### src/sv/rgbxy_pkg.sv
// Package: widths, matrix coefficients and linearisation table for the RGB to xy converter.
package rgbxy_pkg;

    localparam int CHAN_W     = 8;
    localparam int LIN_W      = 16;
    localparam int COEF_W     = 16;
    localparam int PRD_W      = LIN_W + COEF_W;
    localparam int XYZ_W      = PRD_W + 2;
    localparam int SUM_W      = XYZ_W + 2;
    localparam int OUT_W      = 16;
    localparam int FRAC_BITS  = 16;
    localparam int FRONT_STG  = 4;
    localparam int N_STG      = FRONT_STG + FRAC_BITS;
    localparam int LIN_SIZE   = 1 << CHAN_W;

    localparam logic [63:0] ONE30    = 64'd1 << 30;
    localparam logic [63:0] LIN_DIV  = 64'd269025;
    localparam logic [63:0] LOW_DIV  = 64'd32946;
    localparam logic [63:0] LOW_HALF = 64'd16473;

    typedef logic [LIN_SIZE-1:0][LIN_W-1:0]        t_lin_tab;
    typedef logic [2:0][2:0][COEF_W-1:0]           t_coef;
    typedef logic [2:0][LIN_W-1:0]                 t_lin3;

    // rows X, Y, Z; columns red, green, blue
    localparam t_coef COEF = '{
        '{16'd64621, 16'd4739,  16'd6},
        '{16'd3125,  16'd43806, 16'd18604},
        '{16'd10619, 16'd10114, 16'd43549}
    };

    function automatic logic [63:0] mul30(input logic [63:0] a, input logic [63:0] b);
        logic [63:0] p;
        p = a * b;
        return p >> 30;
    endfunction

    function automatic logic [63:0] pow5_30(input logic [63:0] r);
        logic [63:0] p;
        p = mul30(r, r);
        p = mul30(p, r);
        p = mul30(p, r);
        return mul30(p, r);
    endfunction

    function automatic logic [LIN_W-1:0] lin_entry(input logic [63:0] c);
        logic [63:0] q;
        logic [63:0] w;
        logic [63:0] lo;
        logic [63:0] hi;
        logic [63:0] mid;
        logic [63:0] l;
        logic [63:0] e;
        if (c * 64'd100000 <= 64'd1031475) begin
            e = (c * 64'd5 * 64'd65536 * 64'd2 + LOW_HALF) / LOW_DIV;
            return e[LIN_W-1:0];
        end
        q  = ((c * 64'd1000 + 64'd14025) << 30) / LIN_DIV;
        w  = mul30(q, q);
        lo = 64'd0;
        hi = ONE30;
        for (int k = 0; k < 40; k++) begin
            if (lo < hi) begin
                mid = lo + ((hi - lo + 64'd1) >> 1);
                if (pow5_30(mid) <= w) begin
                    lo = mid;
                end else begin
                    hi = mid - 64'd1;
                end
            end
        end
        l = mul30(w, lo);
        e = (l + (64'd1 << 13)) >> 14;
        if (e > 64'd65535) begin
            e = 64'd65535;
        end
        return e[LIN_W-1:0];
    endfunction

    function automatic t_lin_tab build_lin_tab();
        t_lin_tab t;
        for (int c = 0; c < LIN_SIZE; c++) begin
            t[c] = lin_entry(64'(c));
        end
        return t;
    endfunction

    localparam t_lin_tab LIN_TAB = build_lin_tab();

endpackage

### src/sv/rgbxy_mat.sv
// Matrix stages: products, X Y Z row sums and the chromaticity denominator.
module rgbxy_mat (
    input  logic                          i_clk,
    input  logic [2:0]                    i_en,
    input  rgbxy_pkg::t_lin3              i_lin,
    output logic [rgbxy_pkg::XYZ_W-1:0]   o_num_x,
    output logic [rgbxy_pkg::XYZ_W-1:0]   o_num_y,
    output logic [rgbxy_pkg::SUM_W-1:0]   o_den
);

    logic [rgbxy_pkg::PRD_W-1:0] r_prd [3][3];
    logic [rgbxy_pkg::XYZ_W-1:0] r_xyz [3];
    logic [rgbxy_pkg::XYZ_W-1:0] r_num_x;
    logic [rgbxy_pkg::XYZ_W-1:0] r_num_y;
    logic [rgbxy_pkg::SUM_W-1:0] r_den;

    always_ff @(posedge i_clk) begin
        if (i_en[0]) begin
            for (int i = 0; i < 3; i++) begin
                for (int j = 0; j < 3; j++) begin
                    r_prd[i][j] <= rgbxy_pkg::PRD_W'(i_lin[j] * rgbxy_pkg::COEF[i][j]);
                end
            end
        end
        if (i_en[1]) begin
            for (int i = 0; i < 3; i++) begin
                r_xyz[i] <= rgbxy_pkg::XYZ_W'(r_prd[i][0])
                          + rgbxy_pkg::XYZ_W'(r_prd[i][1])
                          + rgbxy_pkg::XYZ_W'(r_prd[i][2]);
            end
        end
        if (i_en[2]) begin
            r_num_x <= r_xyz[0];
            r_num_y <= r_xyz[1];
            r_den   <= rgbxy_pkg::SUM_W'(r_xyz[0]) + rgbxy_pkg::SUM_W'(r_xyz[1])
                     + rgbxy_pkg::SUM_W'(r_xyz[2]);
        end
    end

    assign o_num_x = r_num_x;
    assign o_num_y = r_num_y;
    assign o_den   = r_den;

endmodule

### config.mk
export PLATFORM = sky130hd
export DESIGN_NAME = rgbxy_mat
export DESIGN_NICKNAME = d
export VERILOG_FILES = /design/src/sv/rgbxy_pkg.sv /design/src/sv/rgbxy_mat.sv
export SDC_FILE = /design/constraint.sdc
export NUM_CORES = 2
export LEC_CHECK = 0
export BUFFER_PORTS_ARGS = -buffer_cell sky130_fd_sc_hd__buf_2
export CAP_MARGIN = 20
export CORE_ASPECT_RATIO = 0.6
export CORE_MARGIN = 2
export CORE_UTILIZATION = 45
export DETAILED_ROUTE_END_ITERATION = 8
export GPL_TIMING_DRIVEN = 0
export PLACE_DENSITY = 0.68
export SETUP_SLACK_MARGIN = 0.3
export SLEW_MARGIN = 40
export SYNTH_ARGS = -nofsm -noshare
export SYNTH_HDL_FRONTEND = slang
export SYNTH_SLANG_ARGS = --single-unit
### constraint.sdc
create_clock -name i_clk -period 7.2 [get_ports i_clk]
set_input_delay 0.36 -clock i_clk [delete_from_list [all_inputs] [get_ports i_clk]]
set_output_delay 0.36 -clock i_clk [all_outputs]
set_load 0.05 [all_outputs]
==> results.json <==
{
  "grt_usage": 0.2371,
  "post_cts_resized": 0,
  "cts_hold_buf": 0,
  "finalHoldViolCount": 0,
  "synth_top_cell_area_share": 0.2625,
  "wl_per_cell_um": 21.56,
  "initial_core_util": 0.4553,
  "syn_area_um2": 51140,
  "drive_gt1_frac": 0.05535,
  "arrival_ps": 6620,
  "clkTransAtPathRegs_ps": 70,
  "outcome": "completed",
  "grt_antenna_before_repair": 3,
  "worst_pin_slew_ps": 922.9,
  "post_synth.cell_area_avg_um2": 11.20,
  "clock-sinks": 447,
  "slew_headroom": 0.3826,
  "rows": 95,
  "die-width_um": 439.2,
  "required_ps": 7520,
  "min_period_ps": 6291,
  "synth_area_leaders": "edfxtp_1 26%, fa_1 23%, ha_1 23%, inv_1 6.8%, xnor2_1 3.9%",
  "fin_hold_ws_ps": 76.53,
  "ios": 156,
  "ys.flop_type": "edfxtp_1",
  "start_kind": "input pin",
  "vias": 33720,
  "synth_edf_count": 447,
  "clockBufferDepth": 3,
  "io_buffers": 152,
  "cts-root-buf": "clkbuf_16",
  "dieArea_um2": 116400,
  "ys_top_cells_by_count": "932 x ha_1, 925 x inv_1, 599 x fa_1, 447 x edfxtp_1, 261 x a21oi_1",
  "grt_pass1_wl_um": 205500,
  "fp.coreArea_um2": 112300,
  "critPathCaptureType": "register",
  "drt_iter0_drc": 3065,
  "rrSetupSlack_ps": 1860,
  "cap_violations": 0,
  "numCtsBuffers": 44,
  "hp-class": "in2reg",
  "ys_ff_latch": 447,
  "worstSkewPairLatency_ps": 630,
  "cts_setup_buffers": 0,
  "final-setup-viol-count": 0,
  "viasPerCell": 5.344,
  "clock.fmax_mhz": 158.9,
  "critical_path.max_fanout": 12,
  "fin_ws_ps": 908.7,
  "rsz0062_at_grt": "no",
  "antenna_left": 0,
  "yosysSeqAreaShare": 0.2625,
  "fin_skew_ps": 31.16,
  "netlist_instances": 4565,
  "routed_wl_um": 136000,
  "yosysTopAreaCell": "edfxtp_1",
  "yosys_warnings": 0,
  "area_delta_synth_final_pct": 8.695,
  "drv_slew": 0,
  "yosysMostFrequentCell": "ha_1",
  "finalCritPeriodShare": 0.8738,
  "grt_max_degree": 82,
  "drc": 0,
  "grt-ovfl-total": 0,
  "synth_cell_type_count": 67,
  "nNetsFinal": 6353,
  "synthArstFlopShare": 0,
  "grt_pass1_vias": 33230,
  "htree_levels": 2,
  "place_hpwl_um": 117000,
  "pre_cts_ws_ps": 328.8,
  "worstSetupPathType": "in2reg",
  "firstDrtPassIters": 6,
  "die_y_um": 265.1,
  "gp_congestion": 0.9553,
  "fin_setup_tns_ps": 0,
  "cts_tree": "built"
}
[layout make-up]
type / instances / area (um2)
inverter: 925 / 3472
fill: 10010 / 56740
antenna: 1 / 2.502
multi-input combinational: 3181 / 34270
clock inverter: 29 / 421.7
timing repair buffer: 157 / 920.9
clock buffer: 53 / 1135
tap: 1503 / 1881
sequential: 447 / 13420
buffer: 14 / 63.81
[cells in the final DEF, fill, tap and decap left out, types with 8 or more instances in the layout]
master	instances
a41oi_1	9
nand2_1	119
o21ai_0	131
a31oi_1	23
nand3_1	47
nor2_1	140
o21bai_1	51
a221o_1	10
a211o_1	8
nor2b_1	35
a31o_2	13
and3_1	16
clkbuf_16	44
buf_2	149
clkbuf_1	20
nand4_1	25
bufinv_16	8
edfxtp_1	447
and2_1	15
ha_1	932
or3_1	9
a21o_1	136
inv_1	925
xor2_1	78
nand2b_1	38
a211oi_1	28
a21oi_1	260
xnor2_1	218
o31a_1	9
o21a_1	53
nor3_1	44
o31ai_1	11
xnor2_2	8
fa_1	599
[metal layers]
metal	routed length, um	vias to the layer above	global-route usage
met5	0	-	0
met4	3015	0	0.05015
met3	17450	118	0.09257
met2	48320	1247	0.2944
met1	67230	16380	0.3768
li1	-	15980	-
[worst max-delay path, stage by stage]
cell,delay (ps)
buf_2,450
inv_1,130
fa_1,560
inv_1,80
fa_1,590
inv_1,70
fa_1,500
inv_1,50
fa_1,470
inv_1,50
fa_1,480
inv_1,50
fa_1,490
ha_1,380
and2_1,220
and4_1,220
o311ai_1,350
a21oi_1,130
o211ai_1,290
a31oi_1,180
a311o_1,490
[worst paths after layout]
path / from / end / cells past startpoint
setup reg to reg: r_prd[2][65]$_DFFE_PP_ / r_xyz[0][61]$_DFFE_PP_ / 12
hold reg to reg: r_xyz[0][34]$_DFFE_PP_ / o_num_y[0]$_DFFE_PP_ / 0
setup / recovery: i_lin[32] / r_prd[2][30]$_DFFE_PP_ / 21
hold / removal: i_en[0] / r_prd[2][57]$_DFFE_PP_ / 1
[cell families after synthesis]
family                     synth area share
adders and majority gates            0.4625
buffers and inverters               0.06914
AOI/OAI and AO/OA                    0.1047
and+or+nand+nor                     0.04864
DFF                                  0.2625
xor gates and xnor gates            0.05241
other                            0.00007333
[state kept, by name, indices dropped and copies added (netlist names)]
name and count:
r_prd 247, r_xyz 99, o_den 35, o_num_x 33, o_num_y 33
[per-stage QoR]
stage                     area, um2  cells    util
after detailed placement      53950   6227  0.4803
after global placement        53790   6222  0.4789
after global routing          55580   6309  0.4948
final                         55590   6310  0.4949
after CTS                     55500   6309  0.4941
after floorplan               51150   4567       -
Power is left out: the tool's default activity adds up to more than one toggle a clock period on the data nets, which glitch-free logic cannot reach.
