### config.mk
export PLATFORM = sky130hd
export DESIGN_NAME = rgbxy_div
export DESIGN_NICKNAME = d
export VERILOG_FILES = /design/src/sv/rgbxy_pkg.sv /design/src/sv/rgbxy_div.sv
export SDC_FILE = /design/constraint.sdc
export NUM_CORES = 2
export LEC_CHECK = 0
export CORE_ASPECT_RATIO = 0.5
export CORE_MARGIN = 5
export CORE_UTILIZATION = 41
export CTS_CLUSTER_DIAMETER = 30
export DETAILED_ROUTE_END_ITERATION = 6
export DONT_BUFFER_PORTS = 1
export SLEW_MARGIN = 20
export SYNTH_ARGS = -nofsm -noshare
export SYNTH_HDL_FRONTEND = slang
export SYNTH_SLANG_ARGS = --single-unit
### constraint.sdc
create_clock -name i_clk -period 9.1 [get_ports i_clk]
set_input_delay 0.455 -clock i_clk [delete_from_list [all_inputs] [get_ports i_clk]]
set_output_delay 0.455 -clock i_clk [all_outputs]
set_load 0.05 [all_outputs]
### src/sv/rgbxy_pkg.sv
// Package: widths, matrix coefficients and linearisation table for the RGB to xy converter.
package rgbxy_pkg;

    localparam int CHAN_W     = 8;
    localparam int LIN_W      = 16;
    localparam int COEF_W     = 16;
    localparam int PRD_W      = LIN_W + COEF_W;
    localparam int XYZ_W      = PRD_W + 2;
    localparam int SUM_W      = XYZ_W + 2;
    localparam int OUT_W      = 16;
    localparam int FRAC_BITS  = 16;
    localparam int FRONT_STG  = 4;
    localparam int N_STG      = FRONT_STG + FRAC_BITS;
    localparam int LIN_SIZE   = 1 << CHAN_W;

    localparam logic [63:0] ONE30    = 64'd1 << 30;
    localparam logic [63:0] LIN_DIV  = 64'd269025;
    localparam logic [63:0] LOW_DIV  = 64'd32946;
    localparam logic [63:0] LOW_HALF = 64'd16473;

    typedef logic [LIN_SIZE-1:0][LIN_W-1:0]        t_lin_tab;
    typedef logic [2:0][2:0][COEF_W-1:0]           t_coef;
    typedef logic [2:0][LIN_W-1:0]                 t_lin3;

    // rows X, Y, Z; columns red, green, blue
    localparam t_coef COEF = '{
        '{16'd64621, 16'd4739,  16'd6},
        '{16'd3125,  16'd43806, 16'd18604},
        '{16'd10619, 16'd10114, 16'd43549}
    };

    function automatic logic [63:0] mul30(input logic [63:0] a, input logic [63:0] b);
        logic [63:0] p;
        p = a * b;
        return p >> 30;
    endfunction

    function automatic logic [63:0] pow5_30(input logic [63:0] r);
        logic [63:0] p;
        p = mul30(r, r);
        p = mul30(p, r);
        p = mul30(p, r);
        return mul30(p, r);
    endfunction

    function automatic logic [LIN_W-1:0] lin_entry(input logic [63:0] c);
        logic [63:0] q;
        logic [63:0] w;
        logic [63:0] lo;
        logic [63:0] hi;
        logic [63:0] mid;
        logic [63:0] l;
        logic [63:0] e;
        if (c * 64'd100000 <= 64'd1031475) begin
            e = (c * 64'd5 * 64'd65536 * 64'd2 + LOW_HALF) / LOW_DIV;
            return e[LIN_W-1:0];
        end
        q  = ((c * 64'd1000 + 64'd14025) << 30) / LIN_DIV;
        w  = mul30(q, q);
        lo = 64'd0;
        hi = ONE30;
        for (int k = 0; k < 40; k++) begin
            if (lo < hi) begin
                mid = lo + ((hi - lo + 64'd1) >> 1);
                if (pow5_30(mid) <= w) begin
                    lo = mid;
                end else begin
                    hi = mid - 64'd1;
                end
            end
        end
        l = mul30(w, lo);
        e = (l + (64'd1 << 13)) >> 14;
        if (e > 64'd65535) begin
            e = 64'd65535;
        end
        return e[LIN_W-1:0];
    endfunction

    function automatic t_lin_tab build_lin_tab();
        t_lin_tab t;
        for (int c = 0; c < LIN_SIZE; c++) begin
            t[c] = lin_entry(64'(c));
        end
        return t;
    endfunction

    localparam t_lin_tab LIN_TAB = build_lin_tab();

endpackage

### src/sv/rgbxy_div.sv
// Divider pipeline: one restoring quotient bit per stage for x and y.
module rgbxy_div (
    input  logic                             i_clk,
    input  logic [rgbxy_pkg::FRAC_BITS-1:0]  i_en,
    input  logic [rgbxy_pkg::XYZ_W-1:0]      i_num_x,
    input  logic [rgbxy_pkg::XYZ_W-1:0]      i_num_y,
    input  logic [rgbxy_pkg::SUM_W-1:0]      i_den,
    output logic                             o_valid_res,
    output logic [rgbxy_pkg::OUT_W-1:0]      o_x_chroma,
    output logic [rgbxy_pkg::OUT_W-1:0]      o_y_chroma
);

    localparam int NS = rgbxy_pkg::FRAC_BITS;
    localparam int RW = rgbxy_pkg::SUM_W;
    localparam int QW = rgbxy_pkg::FRAC_BITS;

    logic [RW-1:0] r_rem_x [NS];
    logic [RW-1:0] r_rem_y [NS];
    logic [QW-1:0] r_q_x   [NS];
    logic [QW-1:0] r_q_y   [NS];
    logic [RW-1:0] r_den   [NS];
    logic          r_sat_x [NS];
    logic          r_sat_y [NS];

    logic [RW-1:0] w_rem_x [NS];
    logic [RW-1:0] w_rem_y [NS];
    logic [QW-1:0] w_q_x   [NS];
    logic [QW-1:0] w_q_y   [NS];
    logic [RW-1:0] w_den   [NS];
    logic          w_sat_x [NS];
    logic          w_sat_y [NS];

    always_comb begin
        w_rem_x[0] = RW'(i_num_x);
        w_rem_y[0] = RW'(i_num_y);
        w_q_x[0]   = '0;
        w_q_y[0]   = '0;
        w_den[0]   = i_den;
        w_sat_x[0] = RW'(i_num_x) >= i_den;
        w_sat_y[0] = RW'(i_num_y) >= i_den;
        for (int s = 1; s < NS; s++) begin
            w_rem_x[s] = r_rem_x[s-1];
            w_rem_y[s] = r_rem_y[s-1];
            w_q_x[s]   = r_q_x[s-1];
            w_q_y[s]   = r_q_y[s-1];
            w_den[s]   = r_den[s-1];
            w_sat_x[s] = r_sat_x[s-1];
            w_sat_y[s] = r_sat_y[s-1];
        end
    end

    for (genvar s = 0; s < NS; s++) begin : g_step
        logic [RW:0] w_r2_x;
        logic [RW:0] w_r2_y;
        logic        w_ge_x;
        logic        w_ge_y;

        always_comb begin
            w_r2_x = {w_rem_x[s], 1'b0};
            w_r2_y = {w_rem_y[s], 1'b0};
            w_ge_x = w_r2_x >= {1'b0, w_den[s]};
            w_ge_y = w_r2_y >= {1'b0, w_den[s]};
        end

        always_ff @(posedge i_clk) begin
            if (i_en[s]) begin
                r_rem_x[s] <= w_ge_x ? RW'(w_r2_x - {1'b0, w_den[s]}) : RW'(w_r2_x);
                r_rem_y[s] <= w_ge_y ? RW'(w_r2_y - {1'b0, w_den[s]}) : RW'(w_r2_y);
                r_q_x[s]   <= {w_q_x[s][QW-2:0], w_ge_x};
                r_q_y[s]   <= {w_q_y[s][QW-2:0], w_ge_y};
                r_den[s]   <= w_den[s];
                r_sat_x[s] <= w_sat_x[s];
                r_sat_y[s] <= w_sat_y[s];
            end
        end
    end

    always_comb begin
        o_valid_res = r_den[NS-1] != '0;
        o_x_chroma  = '0;
        o_y_chroma  = '0;
        if (o_valid_res) begin
            o_x_chroma = r_sat_x[NS-1] ? '1 : rgbxy_pkg::OUT_W'(r_q_x[NS-1]);
            o_y_chroma = r_sat_y[NS-1] ? '1 : rgbxy_pkg::OUT_W'(r_q_y[NS-1]);
        end
    end

endmodule

==> results.md <==
- The flow ran to the end, and the final reports show no timing, DRC or antenna violations.
- The placeable core region is between 300000 and 400000 sq um.
- The power density of the placed cells is about 370 nW/um^2.
- The critical path data required time is between 9 and 10 ns.
- STA puts the critical path data arrival time at 5.47 ns.
- The post-detailed-route via-to-cell ratio is approximately 5.5.
- The routed length per instance is between 20 and 25 microns.
- The total grt overflow is 0.
- The cell with the most instances on the worst path is sky130_fd_sc_hd__o31a_1.
- The H-tree was split into 5 levels.
- After detailed routing, the total wire length is around 350000 microns.
- The largest individual stage delay along the critical path comes from the cell sky130_fd_sc_hd__edfxtp_1.
- The number of antenna violations at the first check in global routing is 0.
- The kind of start point of the critical path is a register.
- The number of routed nets with antenna violations is 0.
- For this run, the total global-route usage over all layers was measured as roughly a fifth.
- The endpoint class of the critical path is a register.
- In this run the cell area of the synthesized design comes to approximately 130000 sq um.
- The path class of the lowest-slack min-delay path is in2reg.
- The maximum cell stage delay along the critical path is around 0.57 ns.
- Synthesis produced a netlist whose cell count is roughly 12k.
- The maximum vdd drop is around 0.17 mV.
- Counting I/O delays and the setup requirement, the final critical path takes ~4.9 ns.
- Port buffering added 0 buffers.
- The HPWL after detailed placement is 271500 microns.
- The share of async-settable or async-resettable flops after synthesis is 0%.
- Counting tap cells, the placed design contains a total of ~16k instances.
- The finished layout holds 17.16k standard cells, fillers aside.
- The starting utilization of the core area is between 40% and 50%.
- The final core area utilization is approximately 47%.
- The floorplan row count is ~150.
- The setup-violating endpoint count in the final report is 0.
- The setup TNS is 0 ns.
- The fraction of met3 tracks used by global routing is 2.560%.
- The Yosys step of the flow raised 0 warnings.
- Global routing used a little over a quarter of the available met1 tracks.
- TritonCTS built the clock tree.
- The clock latency reported for the late side of the worst-skew pair is between 0.8 and 0.9 ns.
- The total buffers and inverters traversed by the critical path is 1.
- The synthesized design contains 1960 enable-type register cells.
- A synthesized cell averages approximately 10 sq um.
- Derived from the worst setup path, the maximum achievable clock frequency is slightly above 0.2 GHz.
- For met2 alone, demand over resource in global routing was 34.29%.
- The max-slew violation count is 0.
- After detailed placement, the total cell area comes to 133800 sq um.
- Entering global routing, the biggest net connects ~140 pins.
- The critical setup path kind is reg2reg.
- The largest delay contributor family on the critical path is compound AO/OA/AOI/OAI gates.
- For this run, the leading register cell type out of synthesis is sky130_fd_sc_hd__edfxtp_1.
- The synthesized net count is between 10k and 15k.
- Measured along the x axis, the die boundary spans roughly 800 microns.
- The largest fanout of any net on the critical path is 57.
- The leakage dissipation is 60.39 nW.
- The number of synthesized register bits is between 1.5k and 2k.
- Clock tree synthesis selected as its root buffer the cell sky130_fd_sc_hd__clkbuf_16.
- The die is ~400 microns tall.
- Walking the worst path, the cells encountered are ha_1, nor2b_1, o31a_1, o31a_1, o21ai_0, o21ai_1, a21oi_1, a32oi_1, a31oi_1, o31a_2, buf_4, mux2_2.
- The number of hold-slack violations in the final timing report is 0.
- At the end of routability-driven placement, the weighted congestion stood at just under 1.
- The number of inserted filler cells in the final layout is ~29k.
- The tightest hold path in the finished design has a slack of 0.02349 ns.
- The number of max-capacitance violations reported is 0.
- The worst clock skew is about 0.072 ns.
- Counting along the longest clock path gives a buffer depth of 4.
- The area overhead of the layout relative to synthesis is 13.96%.
- The fraction of the cycle the final worst path needs is ~53%.
- After routing the design area is about 150000 sq um.
- In this run, CTS created clock tree buffers numbering approximately 350.
- The die covers 327200 sq um.
- Yosys mapped the design onto 89 distinct sky130hd cell types.
- The worst relative slew slack is between 20% and 30%.
- The count of cells resized by post-cts repair is 0.
- At the end of the flow, the number of nets in the layout was 14.04k.
- During I/O placement, the number of pins put on the boundary was 154.
- The first global-routing pass estimated 531500 microns of wire.
- The number of global-route vias before repair is roughly 94k.
- For the pin with the worst max-slew slack, the measured transition is between 1 and 1.5 ns.
- The DRC marker count from the first detailed-route iteration is around 6.8k.
- CTS saw just under 2k sinks.
- The global routing stage identified its most utilized layer as met2.
- The post-CTS clock slew at the launch and capture registers of the worst setup and hold paths is 0.06 ns.
- The number of DRC violations after detailed routing is 0.
- The iteration count of the initial detailed-routing pass is 6.
- Sequential elements use around 46% of the synthesized area.
- Setup repair after global routing left no endpoint under its margin.
- The share of cells above drive strength 1 is 8.477%.
- For this block, the via count after detailed routing is roughly 94k.
-- cell families (layout without fill, tap and decap cells) --
| group | after synthesis | after routing | share of synthesized area (%) |
|---|---|---|---|
| AOI/OAI and AO/OA | 3784 | 3784 | 18.22 |
| xor gates and xnor gates | 917 | 917 | 6.216 |
| adders and majority gates | 1246 | 1246 | 12.24 |
| buffers and inverters | 1217 | 1712 | 3.634 |
| DFF | 1960 | 1960 | 45.55 |
| muxes | 347 | 347 | 3.088 |
| other | 0 | 1 | 0 |
| and+or+nand+nor | 2999 | 2999 | 11.06 |
-- worst paths after layout --
check | start | cells after the start | slack [ns] | end
worst max-delay path | r_rem_y[0][180]$_SDFFCE_PN0P_ | 12 | 4.25 | r_rem_y[0][220]$_DFFE_PP_
worst min-delay path | i_en[8] | 1 | 0.02 | r_q_x[1][4]$_DFFE_PP_
worst max register to register | r_rem_y[0][180]$_SDFFCE_PN0P_ | 12 | 4.25 | r_rem_y[0][220]$_DFFE_PP_
worst min register to register | r_q_x[1][8]$_DFFE_PP_ | 0 | 0.37 | r_q_x[1][25]$_DFFE_PP_
-- cell type report --
class	count	area (sq um)	area share, %
Clock buffer	385	9102	6.181
Inverter	891	3344	2.271
Timing Repair Buffer	177	1937	1.315
Tap cell	4189	5241	3.559
Multi-Input combinational cell	9293	65960	44.79
Clock inverter	259	2811	1.909
Sequential cell	1960	58860	39.97
Antenna cell	1	2.502	0.001699
-- sequential cells by signal, indices dropped and copies added, names as in the netlist --
name,cells
r_rem_x,540
r_sat_x,16
r_sat_y,16
r_q_y,136
r_rem_y,540
r_den,576
r_q_x,136
-- through the flow --
| step | power (W) | setup WS [ns] |
|---|---|---|
| after global routing | 0.05879 | 3.930 |
| after CTS | 0.05509 | 4.150 |
| final | 0.05495 | 4.247 |
| after floorplan | 0.03476 | 5.396 |
| after detailed placement | 0.04137 | 4.136 |
| after global placement | 0.04115 | 4.199 |
-- power by group --
group	internal [W]	total (W)	switching (W)
clock	0.00837	0.0131	0.00476
combinational	0.0108	0.0256	0.0147
sequential	0.0143	0.0162	0.00198
total	0.0335	0.0549	0.0215
-- Yosys cell counts (all sizes together) (40+ instances only) --
master,count,area share [%]
a211oi,77,0.45
a21o,623,3.6
a21oi,1282,5.0
a31oi,128,0.63
and2,59,0.29
and3,120,0.58
buf,92,0.37
clkbuf,234,0.68
edfxtp,1960,46
ha,1216,12
inv,891,2.6
mux2,332,3.0
nand2,843,2.4
nand2b,163,0.79
nand3,187,0.72
nand4,175,0.85
nor2,884,2.6
nor2b,192,0.93
nor3,133,0.52
nor4,40,0.19
o211ai,51,0.30
o21a,119,0.69
o21ai,842,3.3
o21bai,168,0.98
o31ai,85,0.52
or2,45,0.22
or3,42,0.20
xnor2,555,3.8
xor2,362,2.5
-- per-layer routing --
layer  up-vias  part of all wire (%)
met1     43910                    45
met2      2271                    45
met4         0                   5.6
li1      46760                     -
met3       726                   3.9
met5         -                     0
-- cells in the final DEF, fill, tap and decap left out, types with 43 or more instances in the layout --
cell type	netlist	final
sky130_fd_sc_hd__clkbuf_16	0	360
sky130_fd_sc_hd__nand2b_1	163	163
sky130_fd_sc_hd__o31ai_1	81	79
sky130_fd_sc_hd__nor2b_1	192	192
sky130_fd_sc_hd__nand4_1	175	175
sky130_fd_sc_hd__dlygate4sd3_1	0	115
sky130_fd_sc_hd__o211ai_1	51	51
sky130_fd_sc_hd__o21ai_0	825	825
sky130_fd_sc_hd__xnor2_1	555	555
sky130_fd_sc_hd__and2_1	59	58
sky130_fd_sc_hd__a211oi_1	77	77
sky130_fd_sc_hd__ha_1	1216	1216
sky130_fd_sc_hd__buf_4	0	46
sky130_fd_sc_hd__o21bai_1	167	166
sky130_fd_sc_hd__mux2_2	305	305
sky130_fd_sc_hd__nor3_1	133	132
sky130_fd_sc_hd__clkinv_2	0	48
sky130_fd_sc_hd__a31oi_1	127	125
sky130_fd_sc_hd__edfxtp_1	1960	1960
sky130_fd_sc_hd__a21o_1	623	623
sky130_fd_sc_hd__o21a_1	119	119
sky130_fd_sc_hd__a21oi_1	1281	1279
sky130_fd_sc_hd__xor2_1	362	362
sky130_fd_sc_hd__nand3_1	187	186
sky130_fd_sc_hd__and3_1	120	120
sky130_fd_sc_hd__nor2_1	883	883
sky130_fd_sc_hd__or2_2	43	43
sky130_fd_sc_hd__inv_1	891	891
sky130_fd_sc_hd__nand2_1	843	842
-- timing repair --
item,CTS,global route
setup endpoints to repair,0,0
setup buffers,0,0
hold buffers,131,0
endpoints found under the hold margin,2069,0
(Power assumes the default switching activity.)
